`src/hw/rtl/dynamic_window_cluster_match_top_macros.svh`:
```
// assertion macros for the dynamic window cluster matcher
`ifndef DYNAMIC_WINDOW_CLUSTER_MATCH_TOP_MACROS_SVH
`define DYNAMIC_WINDOW_CLUSTER_MATCH_TOP_MACROS_SVH

// condition holds whenever out of reset
`define DCM_ASSERT_HOLDS(label, cond, msg) \
    label: assert property (@(posedge clk) disable iff (!rst_n) (cond)) else $error(msg);

// same-cycle implication
`define DCM_ASSERT_IMPLIES(label, trig, cond, msg) \
    label: assert property (@(posedge clk) disable iff (!rst_n) (trig) |-> (cond)) \
        else $error(msg);

// next-cycle implication
`define DCM_ASSERT_NEXT(label, trig, cond, msg) \
    label: assert property (@(posedge clk) disable iff (!rst_n) (trig) |=> (cond)) \
        else $error(msg);

`endif

```
`src/hw/rtl/dcm_pkg.sv`:
```
// shared types, constants and rom builder for the cluster matcher
package dcm_pkg;

    localparam int E_W   = 20;
    localparam int ETA_W = 13;
    localparam int PHI_W = 13;
    localparam int SIDE_W = 2;
    localparam int NX_W  = 10;

    localparam int COSH_TABLE_DEPTH = 1024;
    localparam int ROM_AW  = $clog2(COSH_TABLE_DEPTH);
    localparam int ENTRY_W = 17;
    localparam int TAYLOR_TERMS = 40;

    localparam int ABS_W  = ETA_W;
    localparam int UP_W   = 14;
    localparam int DOWN_W = 15;
    localparam int WPHI_W = 15;
    localparam int DETA_W = 15;
    localparam int DPHI_S_W = 15;
    localparam int DPHI_W = 14;
    localparam int DETA30_W = 20;
    localparam int DPHI30_W = 19;

    localparam int WIN_BREAK   = 1500;
    localparam int UP_BASE30   = 3000;
    localparam int DOWN_BASE30 = -3000;
    localparam int WPHI_BASE30 = 21000;
    localparam int PI_MRAD     = 3142;
    localparam int TWO_PI_MRAD = 6283;

    localparam int PROD_W   = E_W + ENTRY_W;
    localparam int ET_FRAC  = 16;
    localparam int ET_ROUND = 1 << (ET_FRAC - 1);
    localparam logic [E_W-1:0] ET_MAX = {E_W{1'b1}};

    typedef logic [ENTRY_W-1:0] rom_word_t;
    typedef rom_word_t rom_t [COSH_TABLE_DEPTH];

    typedef struct packed {
        logic [ROM_AW-1:0]        seed_idx;
        logic [ROM_AW-1:0]        cand_idx;
        logic [E_W-1:0]           seed_energy;
        logic [E_W-1:0]           cand_energy;
        logic [UP_W-1:0]          up30;
        logic signed [DOWN_W-1:0] down30;
        logic [WPHI_W-1:0]        wphi30;
        logic signed [DETA_W-1:0] deta;
        logic [DPHI_W-1:0]        dphi;
        logic                     side_eq;
        logic                     is_self;
        logic [NX_W-1:0]          nxtals;
    } front_t;

    // shift and subtract long division, only for building the table
    function automatic longint unsigned udiv64(input longint unsigned num,
                                               input longint unsigned dvs);
        longint unsigned quo;
        longint unsigned rem;
        int b;
        quo = '0;
        rem = '0;
        for (b = 63; b >= 0; b--)
        begin
            rem = {rem[62:0], num[b]};
            if (rem >= dvs)
            begin
                rem = rem - dvs;
                quo[b] = 1'b1;
            end
        end
        return quo;
    endfunction

    // q16 reciprocal cosh table, evaluated at elaboration
    function automatic rom_t build_inv_cosh();
        rom_t rom;
        longint unsigned den;
        longint unsigned xq;
        longint unsigned sum;
        longint unsigned term;
        longint unsigned emx;
        longint unsigned ch;
        longint unsigned entry;
        int i;
        int n;
        den = 64'(1000 * COSH_TABLE_DEPTH);
        for (i = 0; i < COSH_TABLE_DEPTH; i++)
        begin
            xq = (64'(i) * 64'd4096) << 24;
            xq = udiv64(xq + (den >> 1), den);
            sum = 64'd1 << 24;
            term = sum;
            for (n = 1; n <= TAYLOR_TERMS; n++)
            begin
                term = udiv64(term * xq, 64'(n) << 24);
                sum = sum + term;
            end
            emx = udiv64((64'd1 << 48) + (sum >> 1), sum);
            ch = (sum + emx + 64'd1) >> 1;
            entry = udiv64((64'd1 << 40) + (ch >> 1), ch);
            rom[i] = ENTRY_W'(entry);
        end
        return rom;
    endfunction

endpackage

```
`src/hw/rtl/dcm_et.sv`:
```
// energy times reciprocal cosh, then rounding and saturation to et
module dcm_et (
    input  logic                          clk,
    input  logic                          load_mul,
    input  logic                          load_out,
    input  logic [dcm_pkg::E_W-1:0]       energy,
    input  logic [dcm_pkg::ENTRY_W-1:0]   entry,
    output logic [dcm_pkg::E_W-1:0]       et
);
    import dcm_pkg::*;

    localparam int SUM_W = PROD_W + 1;
    localparam int SHR_W = SUM_W - ET_FRAC;

    logic [PROD_W-1:0] prod_reg;
    logic [SUM_W-1:0]  rounded;
    logic [SHR_W-1:0]  shifted;
    logic [E_W-1:0]    et_next;
    logic [E_W-1:0]    et_reg;

    assign rounded = SUM_W'(prod_reg) + SUM_W'(ET_ROUND);
    assign shifted = rounded[SUM_W-1:ET_FRAC];
    assign et_next = (shifted > SHR_W'(ET_MAX)) ? ET_MAX : E_W'(shifted);

    always_ff @(posedge clk)
    begin
        if (load_mul)
        begin
            prod_reg <= PROD_W'(energy) * PROD_W'(entry);
        end
        if (load_out)
        begin
            et_reg <= et_next;
        end
    end

    assign et = et_reg;

endmodule

```
`config.mk`:
```
export PLATFORM = sky130hd
export DESIGN_NAME = dcm_et
export DESIGN_NICKNAME = d
export VERILOG_FILES = /design/src/hw/rtl/dynamic_window_cluster_match_top_macros.svh /design/src/hw/rtl/dcm_pkg.sv /design/src/hw/rtl/dcm_et.sv
export SDC_FILE = /design/constraint.sdc
export NUM_CORES = 1
export LEC_CHECK = 0
export BUFFER_PORTS_ARGS = -buffer_cell sky130_fd_sc_hd__buf_2
export CORE_MARGIN = 4
export CORE_UTILIZATION = 35
export CTS_BUF_LIST = sky130_fd_sc_hd__clkbuf_2 sky130_fd_sc_hd__clkbuf_4 sky130_fd_sc_hd__clkbuf_8
export DETAILED_ROUTE_END_ITERATION = 10
export PLACE_DENSITY = 0.54
export SETUP_SLACK_MARGIN = 0.3
export SYNTH_ARGS = -nofsm -noshare
export SYNTH_HDL_FRONTEND = slang
export SYNTH_SLANG_ARGS = --single-unit
```
`constraint.sdc`:
```
create_clock -name clk -period 16.8 [get_ports clk]
set_input_delay 3.36 -clock clk [delete_from_list [all_inputs] [get_ports clk]]
set_output_delay 3.36 -clock clk [all_outputs]
set_load 0.1 [all_outputs]
```
After elaboration in Yosys (flattened, before gate mapping)
Cells that the tools add are included.
{ "totals": {"in_bits": 40, "output_inout_bits": 20, "register_bits": 57} }
{ "op_classes": {"order_cmp": 1, "n_mul": 1, "add_sub_neg": 1} }
{ "op_table": {"columns": ["operator", "count"], "rows": [
  ["37-bit by 16-bit adder with 38-bit output, second input constant", 1],
  ["20-bit by 17-bit multiplier with 37-bit output", 1],
  ["22-bit by 20-bit > comparator with 1-bit output, second input constant", 1]
]} }

Logic depth before layout (Yosys ltp)
{ "logic_depth": {"ltp_word": 2, "mapped_depth": 22, "ltp_nobuf": 21} }

Least setup slack after synthesis
Ideal clock, no wire load.
{ "synth_timing": {"path_type": "in2reg", "start": "input energy[17] in the netlist's numbering", "end": "register prod_reg[28], data pin", "setup_time_ns": 0.263, "setup_slack_ns": 7.956, "arrival_time_ns": 8.581, "path_stages": 20, "required_ns": 16.537, "n_path_buf": 2, "cell_sequence": "clkbuf_1 > clkbuf_1 > nand2_1 > fa_1 > fa_1 > fa_1 > inv_1 > fa_1 > fa_1 > inv_1 > fa_1 > inv_1 > ha_1 > a21o_1 > a211o_1 > nor2_1 > o31ai_1 > nand2b_4 > a31oi_1 > xnor2_1"} }
{ "synth_via": {"elab_chain_cells": 1} }
{ "synth_lines": {"columns": ["item", "line", "text"], "rows": [
  ["from (decl)", "dcm_et.sv:6", "input logic [dcm_pkg::E_W-1:0] energy,"],
  ["20-bit by 17-bit multiplier with 37-bit output", "dcm_et.sv:29", "prod_reg <= PROD_W'(energy) * PROD_W'(entry);"],
  ["to (signal assigned)", "dcm_et.sv:29", null],
  ["to (decl)", "dcm_et.sv:15", "logic [PROD_W-1:0] prod_reg;"]
]} }
No other way between the ends.
A chain may end at the register's enable or synchronous reset.

Final worst setup path
{ "layout_timing": {"start": "input entry[8] in the netlist's numbering", "end": "register prod_reg[28], data pin"} }
{ "layout_via": {"elab_chain_cells": 1} }
{ "layout_lines": {"columns": ["item", "line", "text"], "rows": [
  ["from (decl)", "dcm_et.sv:7", "input logic [dcm_pkg::ENTRY_W-1:0] entry,"],
  ["20-bit by 17-bit multiplier with 37-bit output", "dcm_et.sv:29", null]
]} }
No other way between the ends.

==> results.yml <==
worst_setup_path:
  crit_family: "adder cells"
  slowest_delay_ps: 570
  path_buf_inv: 4
  cp.required_ps: 16850
  path_cells: "buf_2 -> nand2_1 -> fa_1 -> inv_1 -> fa_1 -> fa_1 -> fa_1 -> fa_1 -> inv_1 -> fa_1 -> inv_1 -> ha_1 -> a21oi_1 -> nor2_1 -> nor2_1 -> o31ai_1 -> nand2b_4 -> a31oi_1 -> xnor2_1"
  crit_type: "in2reg"
  worstPathArrival_ps: 9000
  crit_top_cell: "fa_1"
  cp-start-kind: "primary input"
  worstPathMaxFanout: 20
  reg2reg_depth: 7
  worst_path_max_delay_cell: "fa_1"
  crit_path_end_kind: "register"
  worst-path-stages: 19
clock_network:
  cts_made_buffers: 5
  cts_sinks: 42
  hold_buffers: 0
  clock_path_buffers: 2
  cts_root_buf: "clkbuf_8"
  post_cts_resized: 0
  cts_setup_buffers: 0
  clock_latency_ps: 300
  cts_tree: "yes"
  clk_pin_slew_ps: 90
  htree_levels: 2
placement:
  pre_cts_slack_ps: 7550
  io_buffers: 59
  place_hpwl_um: 24500
  gp_congestion: 0.874
  place_area_mm2: 0.0133
synth:
  synth.top_cell.area_share: 0.421
  syn_area_mm2: 0.0127
  synth-edff-count: 42
  synthTopCellsByArea: "fa_1, ha_1, edfxtp_1, inv_1, and2_1"
  synth_seq_area_share: 0.0992
  synth_area_leader_cell: "fa_1"
  synth_seq_cells: 42
  ys.flop_type: "edfxtp_1"
  synthCells: 1382
  synthesis.nets: 1799
  yosys_warnings: 0
  ys_types: 65
  synth.avg_cell_area_um2: 9.20
  async_flop_share: 0
timing:
  period_share: 0.532
  hold_viol_final: 0
  slew_headroom: 0.319
  finalSetupViolCount: 0
  fin_ws_ps: 7860
  tns_ps: 0
  finalCriticalPeriod_ps: 8940
  finalMaxSlewViolations: 0
  fin_skew_ps: 11.5
  tightest_slew_ps: 1000
  fin_hold_ws_ps: 634
  max_freq_mhz: 112
  rsz0062_at_grt: "false"
route:
  dr.first_iter.drc_count: 452
  drc: 0
  dr_wl_met2_um: 16200
  wl_met1_um: 13100
  routedWlPerCell_um: 16.9
  top_layer: "met4"
  antenna_left: 0
  routed_wl_um: 31300
  num_vias: 9036
  first_pass_iters: 5
  vias_per_cell: 4.89
  met3WireLength_um: 1230
outcome:
  status: "complete, no violations"
layout:
  nNetsFinal: 1803
  largest_reg_flops: 22
  post-route-cell-area_mm2: 0.0134
  drive_gt1_frac: 0.0678
  antennaDiodeCount: 0
  area_growth_pct: 5.63
global_routing:
  track_usage: 0.167
  grt_pass1_wl_um: 52500
  grt_pass1_vias: 9965
  grt_overflow: 0
  antenna_found_initial: 0
  grt_max_degree: 23
floorplanning:
  rows: 69
  start_util: 0.356
  io_pins: 60
  core_area_mm2: 0.0357
  die_area_mm2: 0.0394
  die_height_um: 199
  die_w_um: 199
run:
  drv_cap: 0
min_path:
  hold_depth: 2
  worstHoldPathType: "reg2reg"
## area by class of cell
class	count	area (um^2)
fill	3671	22200
sequential	42	1260
multi-input combinational	950	9970
clock inverter	3	21.3
clock buffer	5	68.8
inverter	328	1230
tap	461	577
timing repair buffer	59	295
## synthesized netlist by cell type, types with 3 or more instances
cell,count
and2_1,142
edfxtp_1,42
a21oi_1,22
xor2_1,19
a31oi_1,4
nor3_1,7
and3_1,6
clkbuf_1,56
a21o_1,12
inv_1,328
nand4_1,6
nand3_1,15
fa_1,267
nand2_1,228
ha_1,110
nand2_4,11
o21ai_0,7
xnor2_1,20
o311ai_0,3
nor2_1,19
## placed cells by master, fill, tap and decap left out, types with 19 or more instances in the layout
cell      synthesis  final
xnor2_1          20     20
and2_1          142    142
nand2_1         228    228
xor2_1           19     19
inv_1           328    328
edfxtp_1         42     42
fa_1            267    267
buf_2             1     59
ha_1            110    110
a21oi_1          22     22
nor2_1           19     19
## path summary, 6_finish.rpt
path / endpoint / from / slack [ps]
worst max-delay path: prod_reg[28]$_DFFE_PP_ / entry[8] / 7860
worst min-delay path: et[14]$_SDFFCE_PN1P_ / prod_reg[30]$_DFFE_PP_ / 630
worst max register to register: et[0]$_SDFFCE_PN1P_ / prod_reg[17]$_DFFE_PP_ / 14120
worst min register to register: et[14]$_SDFFCE_PN1P_ / prod_reg[30]$_DFFE_PP_ / 630
## worst min-delay path: stages (launching register included)
cell and delay (ps):
edfxtp_1 380, xor2_1 80, nand2_1 60
## logic make-up after synthesis
family / after synthesis / synth area share
and+or+nand+nor: 453 / 0.182
buffers and inverters: 390 / 0.117
adders and majority gates: 377 / 0.529
AOI/OAI and AO/OA: 80 / 0.0451
DFF: 42 / 0.0992
xor gates and xnor gates: 39 / 0.0269
muxes: 1 / 0.000788
## per-stage QoR
| stage | util | std cells |
|---|---|---|
| 2_1_floorplan | - | 1382 |
| 3_3_place_gp | 0.374 | 1840 |
| 3_5_place_dp | 0.374 | 1840 |
| 4_1_cts | 0.376 | 1848 |
| 5_1_grt | 0.376 | 1848 |
| 6_report | 0.376 | 1848 |
## per-layer routing
layer	up-vias	GRT usage
met1	4662	0.219
met3	42	0.0117
met5	-	0
li1	4108	-
met2	224	0.304
met4	0	0.0382
Power is left out: the tool's default activity adds up to more than one toggle a clock period on the data nets, which glitch-free logic cannot reach.
