### config.mk
export PLATFORM = sky130hd
export DESIGN_NAME = dcm_front
export DESIGN_NICKNAME = d
export VERILOG_FILES = /design/src/hw/rtl/dynamic_window_cluster_match_top_macros.svh /design/src/hw/rtl/dcm_pkg.sv /design/src/hw/rtl/dcm_front.sv
export SDC_FILE = /design/constraint.sdc
export NUM_CORES = 1
export LEC_CHECK = 0
export ABC_AREA = 1
export BUFFER_PORTS_ARGS = -buffer_cell sky130_fd_sc_hd__buf_2
export CORE_MARGIN = 2
export CORE_UTILIZATION = 54
export CTS_BUF_LIST = sky130_fd_sc_hd__clkbuf_8
export DETAILED_ROUTE_END_ITERATION = 8
export PLACE_DENSITY = 0.83
export SLEW_MARGIN = 20
export SYNTH_ARGS = -nofsm -noshare
export SYNTH_HDL_FRONTEND = slang
export SYNTH_SLANG_ARGS = --single-unit
### constraint.sdc
create_clock -name clk -period 4.9 [get_ports clk]
set_input_delay 1.47 -clock clk [delete_from_list [all_inputs] [get_ports clk]]
set_output_delay 1.47 -clock clk [all_outputs]
set_load 0.01 [all_outputs]
### src/hw/rtl/dynamic_window_cluster_match_top_macros.svh
// assertion macros for the dynamic window cluster matcher
`ifndef DYNAMIC_WINDOW_CLUSTER_MATCH_TOP_MACROS_SVH
`define DYNAMIC_WINDOW_CLUSTER_MATCH_TOP_MACROS_SVH

// condition holds whenever out of reset
`define DCM_ASSERT_HOLDS(label, cond, msg) \
    label: assert property (@(posedge clk) disable iff (!rst_n) (cond)) else $error(msg);

// same-cycle implication
`define DCM_ASSERT_IMPLIES(label, trig, cond, msg) \
    label: assert property (@(posedge clk) disable iff (!rst_n) (trig) |-> (cond)) \
        else $error(msg);

// next-cycle implication
`define DCM_ASSERT_NEXT(label, trig, cond, msg) \
    label: assert property (@(posedge clk) disable iff (!rst_n) (trig) |=> (cond)) \
        else $error(msg);

`endif

### src/hw/rtl/dcm_pkg.sv
// shared types, constants and rom builder for the cluster matcher
package dcm_pkg;

    localparam int E_W   = 20;
    localparam int ETA_W = 13;
    localparam int PHI_W = 13;
    localparam int SIDE_W = 2;
    localparam int NX_W  = 10;

    localparam int COSH_TABLE_DEPTH = 1024;
    localparam int ROM_AW  = $clog2(COSH_TABLE_DEPTH);
    localparam int ENTRY_W = 17;
    localparam int TAYLOR_TERMS = 40;

    localparam int ABS_W  = ETA_W;
    localparam int UP_W   = 14;
    localparam int DOWN_W = 15;
    localparam int WPHI_W = 15;
    localparam int DETA_W = 15;
    localparam int DPHI_S_W = 15;
    localparam int DPHI_W = 14;
    localparam int DETA30_W = 20;
    localparam int DPHI30_W = 19;

    localparam int WIN_BREAK   = 1500;
    localparam int UP_BASE30   = 3000;
    localparam int DOWN_BASE30 = -3000;
    localparam int WPHI_BASE30 = 21000;
    localparam int PI_MRAD     = 3142;
    localparam int TWO_PI_MRAD = 6283;

    localparam int PROD_W   = E_W + ENTRY_W;
    localparam int ET_FRAC  = 16;
    localparam int ET_ROUND = 1 << (ET_FRAC - 1);
    localparam logic [E_W-1:0] ET_MAX = {E_W{1'b1}};

    typedef logic [ENTRY_W-1:0] rom_word_t;
    typedef rom_word_t rom_t [COSH_TABLE_DEPTH];

    typedef struct packed {
        logic [ROM_AW-1:0]        seed_idx;
        logic [ROM_AW-1:0]        cand_idx;
        logic [E_W-1:0]           seed_energy;
        logic [E_W-1:0]           cand_energy;
        logic [UP_W-1:0]          up30;
        logic signed [DOWN_W-1:0] down30;
        logic [WPHI_W-1:0]        wphi30;
        logic signed [DETA_W-1:0] deta;
        logic [DPHI_W-1:0]        dphi;
        logic                     side_eq;
        logic                     is_self;
        logic [NX_W-1:0]          nxtals;
    } front_t;

    // shift and subtract long division, only for building the table
    function automatic longint unsigned udiv64(input longint unsigned num,
                                               input longint unsigned dvs);
        longint unsigned quo;
        longint unsigned rem;
        int b;
        quo = '0;
        rem = '0;
        for (b = 63; b >= 0; b--)
        begin
            rem = {rem[62:0], num[b]};
            if (rem >= dvs)
            begin
                rem = rem - dvs;
                quo[b] = 1'b1;
            end
        end
        return quo;
    endfunction

    // q16 reciprocal cosh table, evaluated at elaboration
    function automatic rom_t build_inv_cosh();
        rom_t rom;
        longint unsigned den;
        longint unsigned xq;
        longint unsigned sum;
        longint unsigned term;
        longint unsigned emx;
        longint unsigned ch;
        longint unsigned entry;
        int i;
        int n;
        den = 64'(1000 * COSH_TABLE_DEPTH);
        for (i = 0; i < COSH_TABLE_DEPTH; i++)
        begin
            xq = (64'(i) * 64'd4096) << 24;
            xq = udiv64(xq + (den >> 1), den);
            sum = 64'd1 << 24;
            term = sum;
            for (n = 1; n <= TAYLOR_TERMS; n++)
            begin
                term = udiv64(term * xq, 64'(n) << 24);
                sum = sum + term;
            end
            emx = udiv64((64'd1 << 48) + (sum >> 1), sum);
            ch = (sum + emx + 64'd1) >> 1;
            entry = udiv64((64'd1 << 40) + (ch >> 1), ch);
            rom[i] = ENTRY_W'(entry);
        end
        return rom;
    endfunction

endpackage

### src/hw/rtl/dcm_front.sv
// first stage: rom indexes, window bounds and seed-to-candidate offsets
module dcm_front (
    input  logic                                clk,
    input  logic                                load,
    input  logic [dcm_pkg::E_W-1:0]             seed_energy,
    input  logic signed [dcm_pkg::ETA_W-1:0]    seed_rapidity,
    input  logic signed [dcm_pkg::PHI_W-1:0]    seed_azimuth,
    input  logic signed [dcm_pkg::SIDE_W-1:0]   seed_side,
    input  logic [dcm_pkg::E_W-1:0]             cand_energy,
    input  logic signed [dcm_pkg::ETA_W-1:0]    cand_eta,
    input  logic signed [dcm_pkg::PHI_W-1:0]    cand_phi,
    input  logic signed [dcm_pkg::SIDE_W-1:0]   cand_iz,
    input  logic [dcm_pkg::NX_W-1:0]            cand_nxtals,
    input  logic                                is_self,
    output dcm_pkg::front_t                     front
);
    import dcm_pkg::*;

    localparam int IDX_FULL_W = ABS_W + ROM_AW + 2;
    localparam int IDX_SHIFT  = 12;
    localparam int IDX_HALF   = 1 << (IDX_SHIFT - 1);

    function automatic logic [ABS_W-1:0] abs_eta(input logic signed [ETA_W-1:0] eta);
        logic signed [ETA_W:0] neg;
        neg = -((ETA_W + 1)'(eta));
        return eta[ETA_W-1] ? ABS_W'(unsigned'(neg)) : ABS_W'(unsigned'(eta));
    endfunction

    function automatic logic [ROM_AW-1:0] rom_index(input logic [ABS_W-1:0] a);
        logic [IDX_FULL_W-1:0] scaled;
        scaled = (IDX_FULL_W'(a) * IDX_FULL_W'(COSH_TABLE_DEPTH) + IDX_FULL_W'(IDX_HALF))
                 >> IDX_SHIFT;
        if (scaled > IDX_FULL_W'(COSH_TABLE_DEPTH - 1))
        begin
            return ROM_AW'(COSH_TABLE_DEPTH - 1);
        end
        return ROM_AW'(scaled);
    endfunction

    logic [ABS_W-1:0]           seed_abs;
    logic [ABS_W-1:0]           cand_abs;
    logic signed [DOWN_W-1:0]   two_a;
    logic signed [DETA_W-1:0]   deta_raw;
    logic signed [DPHI_S_W-1:0] dphi_raw;
    logic signed [DPHI_S_W-1:0] dphi_wrap;
    logic signed [DPHI_S_W-1:0] dphi_neg;
    front_t                     front_next;
    front_t                     front_reg;

    assign seed_abs = abs_eta(seed_rapidity);
    assign cand_abs = abs_eta(cand_eta);
    assign two_a    = signed'({1'b0, seed_abs, 1'b0});
    assign deta_raw = DETA_W'(cand_eta) - DETA_W'(seed_rapidity);
    assign dphi_raw = DPHI_S_W'(seed_azimuth) - DPHI_S_W'(cand_phi);
    assign dphi_neg = -dphi_wrap;

    // wrap phi difference once at pi
    always_comb
    begin
        dphi_wrap = dphi_raw;
        if (dphi_raw > DPHI_S_W'(PI_MRAD))
        begin
            dphi_wrap = dphi_raw - DPHI_S_W'(TWO_PI_MRAD);
        end
        else if (dphi_raw < DPHI_S_W'(-PI_MRAD))
        begin
            dphi_wrap = dphi_raw + DPHI_S_W'(TWO_PI_MRAD);
        end
    end

    always_comb
    begin
        front_next.seed_idx    = rom_index(seed_abs);
        front_next.cand_idx    = rom_index(cand_abs);
        front_next.seed_energy = seed_energy;
        front_next.cand_energy = cand_energy;
        front_next.up30        = UP_W'({seed_abs, 1'b0}) + UP_W'(UP_BASE30);
        front_next.down30      = (seed_abs <= ABS_W'(WIN_BREAK)) ? DOWN_W'(DOWN_BASE30) : -two_a;
        front_next.wphi30      = WPHI_W'(WPHI_BASE30) - WPHI_W'(seed_abs);
        // mirror for a negative seed
        front_next.deta        = seed_rapidity[ETA_W-1] ? -deta_raw : deta_raw;
        front_next.dphi        = dphi_wrap[DPHI_S_W-1] ? DPHI_W'(unsigned'(dphi_neg))
                                                       : DPHI_W'(unsigned'(dphi_wrap));
        front_next.side_eq     = (seed_side == cand_iz);
        front_next.is_self     = is_self;
        front_next.nxtals      = cand_nxtals;
    end

    always_ff @(posedge clk)
    begin
        if (load)
        begin
            front_reg <= front_next;
        end
    end

    assign front = front_reg;

endmodule

# Yosys cells after proc, flatten, opt, wreduce, memory -nomap -nowiden
# Index checks and enable logic that the tools add are counted.
[word_totals]
reg_bits = 145
latch_bits = 0
ramBits = 0
romBits = 0
input_bits = 109
out_inout_bits = 145
elab_cells = 43
memories = 0
[op_classes]
add_sub_neg = 13
mul = 0
n_div = 0
n_lt_le_gt_ge = 5
eq_ne = 1
shifts = 0
mux = 12
bitwise_logic = 0
reduce_logical = 0
[op_table]
columns = ["operator", "n"]
rows = [
  ["23-bit by 12-bit adder with 24-bit output (second input constant)", 2],
  ["15-bit two-way mux", 3],
  ["10-bit two-way mux", 4],
  ["14-bit negation with 15-bit output", 2],
  ["13-bit by 13-bit subtractor with 14-bit output", 2],
  ["13-bit two-way mux", 2],
  ["13-bit negation", 2],
  ["12-bit by 10-bit greater-than comparator with 1-bit output (second input constant)", 2],
  ["14-bit by 14-bit adder with 15-bit output (second input constant)", 1],
  ["14-bit by 14-bit subtractor with 15-bit output (second input constant)", 1],
  ["15-bit by 13-bit subtractor with 15-bit output (first input constant)", 1],
  ["14-bit by 12-bit adder with 14-bit output (second input constant)", 1],
  ["14-bit by 13-bit greater-than comparator with 1-bit output (second input constant)", 1],
  ["14-bit by 13-bit < comparator with 1-bit output (second input constant)", 1],
  ["14-bit two-way mux", 1],
  ["14-bit negation", 1],
  ["13-bit by 11-bit <= comparator with 1-bit output (second input constant)", 1],
  ["2-bit equality test", 1],
  ["1-bit two-way mux", 2],
]

# Logic depth before layout (Yosys ltp)
[logic_depth]
ltp_word = 6
mapped_depth = 29

# Worst setup path before layout
# No wires, ideal clock.
[synth_path]
path_type = "in2reg"
start = "in seed_azimuth[0] (netlist bit)"
end = "reg front_reg, in the netlist front[22] (data pin)"
setup_ns = 0.249
t_arrival_ns = 4.017
t_required_ns = 4.651
path_slack_ns = 0.634
cell_stages = 26
path_cell_list = "inv_1 -> ha_1 -> inv_1 -> fa_1 -> ha_1 -> nor3_1 -> nor2_1 -> nand3_1 -> nand3_1 -> nand2_1 -> nand2_2 -> nand2_4 -> nand2_8 -> inv_2 -> nand2_1 -> nand2_1 -> inv_1 -> ha_1 -> nand3_1 -> nor2_1 -> nand2_1 -> nand2_2 -> nand3_1 -> nand2_1 -> nand2_1 -> inv_1"
[synth_rtl]
columns = ["item", "line", "rtl"]
rows = [
  ["from (decl)", "dcm_front.sv:7", "input logic signed [dcm_pkg::PHI_W-1:0] seed_azimuth,"],
  ["to (signal assigned)", "dcm_front.sv:93", "front_reg <= front_next;"],
  ["to (decl)", "dcm_front.sv:48", "front_t front_reg;"],
]

==> out/results.ini <==
[sta]
tightest_slew_ps=986
fin_setup_tns_ps=0
setup_viol=0
max_slew_margin=0.343
finalCritPeriodShare=0.878
maxSlewViolCount=0
fin_crit_ps=4300
final_hold_viol_count=0
grt_setup_unrepaired=no
max_freq_ghz=0.233

[global_routing]
first_global_vias=7001
grt.overflow.total=0
antenna_found_initial=2
grt_max_degree=113
grt_usage=0.247
grt_pass1_wl_um=34000

[die]
dieArea_um2=17400
die_h_um=132
coreArea_um2=15900
num_rows=46
start_util=0.555
ios=254
die_x_um=132

[pwr]
ir_drop_v=0.000277
power.leakage_nw=5.19
p_per_area_nw_per_um2=363

[cells_and_area]
syn_to_final_growth_pct=22.0
largest_register_ffs=142
final_nets=1389
drive_above_1_share=0.303
final_util=0.678

[yosys]
syn_avg_cell_area_um2=9.15
synth_compound_area_frac=0.0575
synthXorXnorAreaFrac=0.0822
yosys_warnings=0
syn_inst=968
synth_mux_area_frac=0
synthAdderAreaFrac=0.0624
synth_top_family_by_area=simple AND/OR/NAND/NOR gates
synthSimpleGateAreaFrac=0.246
ys_ff_latch=142
syn_area_um2=8860
yosysSeqAreaShare=0.481
ys_types=49

[clock_network]
postCtsSetupBuffers=0
clock_sinks=142
cts_hold_buffers=0
cts_tree=done
root_buffer=clkbuf_8
clkTransAtPathRegs_ps=80
htree_levels=4
cts_buffer_depth=2
numCtsBuffers=17
post_cts_resized=0

[hold_path]
hold_end=front[123]$_DFFE_PP_
hold_path_class=in -> reg
min_from=seed_energy[18]
whs_path_depth=1

[detailed_routing]
drtPass1Iterations=6
finalWirelength_um=21800
drtIter0Drc=643
ant_nets=0
vias=7485
viasPerCell=5.10
wire_per_inst_um=14.8
drc_errors=0

[critical_path]
worstPathRequired_ps=5100
crit_fanout=9
cp_top_family=simple AND/OR/NAND/NOR gates
path_buf_inv=5
critPathArrivalTime_ps=4490
worstSetupStartpoint=seed_azimuth[0]
max_stage_delay_ps=420
slowest_stage=fa_1
path_common_cell=nand2_1
cp-end-kind=flop
worstSetupPathType=in -> reg
crit_path_start_kind=primary input

[run]
cap_violations=0

[place]
port_buffers=251
dp_hpwl_um=16900
place.gp.congestion=0.886

[run_status]
status=completed

## cells by family after synthesis
logic type               count (synthesis)
buffers and inverters                  153
adder cells (fa/ha/maj)                 43
AND/OR/NAND/NOR                        462
XOR/XNOR                                78
flip-flops                             142
other                                    2
AO/OA/AOI/OAI                           88
## power breakdown
group / internal [mW] / total [mW] / leakage [nW] / switching [mW]
clock: 0.511 / 0.998 / 0.207 / 0.487
sequential: 1.57 / 1.62 / 1.39 / 0.0474
combinational: 0.472 / 1.30 / 3.59 / 0.833
## area by class of cell
class | instances | area, µm²
Antenna cell | 2 | 5.00
Sequential cell | 142 | 4260
Tap cell | 216 | 270
Inverter | 141 | 532
Clock inverter | 15 | 186
Timing Repair Buffer | 260 | 1330
Multi-Input combinational cell | 675 | 3990
Fill cell | 1198 | 5130
Clock buffer | 17 | 234
## cells in the mapped netlist (all sizes together)
master,n,area (µm²)
and2,1,8.76
o41ai,1,8.76
xnor2,18,158
or2,10,62.6
nand4,14,87.6
a31oi,5,31.3
nor3,19,105
nand3b,9,67.6
buf,8,66.3
ha,41,513
nand2,252,1070
o31ai,4,35.0
o21a,1,7.51
o21ai,33,169
inv,140,528
fa,2,40.0
nand3,77,440
conb,2,7.51
edfxtp,142,4260
a21oi,39,221
o22ai,1,6.26
clkbuf,4,15.0
xor2,60,571
and3,1,6.26
nor2,74,300
o21bai,2,15.0
o211ai,1,7.51
clkinv,1,3.75
a22oi,1,7.51
nor4,2,12.5
nor3b,3,22.5
## per-layer routing
layer | global-route usage | vias to the layer above | wire length, µm
met5 | 0 | - | 0
met2 | 0.431 | 307 | 10800
met1 | 0.294 | 3381 | 8780
met3 | 0.0504 | 59 | 1300
li1 | - | 3738 | -
met4 | 0.115 | 0 | 840
## layout by cell type (no fill, tap or decap), types with 3 or more instances in the layout
cell type	n
nand2_1	215
clkbuf_8	17
nor2_2	3
a21oi_1	34
nor3_1	17
nand3_1	66
inv_2	11
nand3_2	11
nor3b_1	3
nand3b_1	9
nand2_4	3
a21oi_2	4
o21ai_0	27
nor2_1	69
xnor2_1	18
nand4_1	14
inv_1	128
bufinv_16	3
xor2_1	57
clkinv_4	4
nand2_2	33
o21ai_1	5
a31oi_1	5
inv_6	3
buf_4	9
buf_2	250
ha_1	41
edfxtp_1	142
conb_1	4
o31ai_1	3
or2_2	10
## worst max path at each step
stage	end	slack, ps	cells past startpoint
global route	front[20]$_DFFE_PP_	230	27
CTS	front[18]$_DFFE_PP_	660	28
global placement	front[20]$_DFFE_PP_	310	27
floorplan	front[22]$_DFFE_PP_	630	26
detailed placement	front[20]$_DFFE_PP_	190	27
finish	front[20]$_DFFE_PP_	600	27
## metrics by stage
stage / hold slack [ps] / instances / power [mW] / instance area [µm²] / setup WS [ps]
finish: 1180 / 1468 / 3.92 / 10800 / 600
global route: 1160 / 1468 / 4.13 / 10800 / 232
CTS: 1160 / 1466 / 3.92 / 10800 / 656
detailed placement: 1650 / 1434 / 2.93 / 10400 / 193
global placement: 1650 / 1434 / 2.90 / 10400 / 306
floorplan: 1570 / 970 / 2.51 / 8860 / 634
Note: power is estimated with default switching activity, not from simulation.
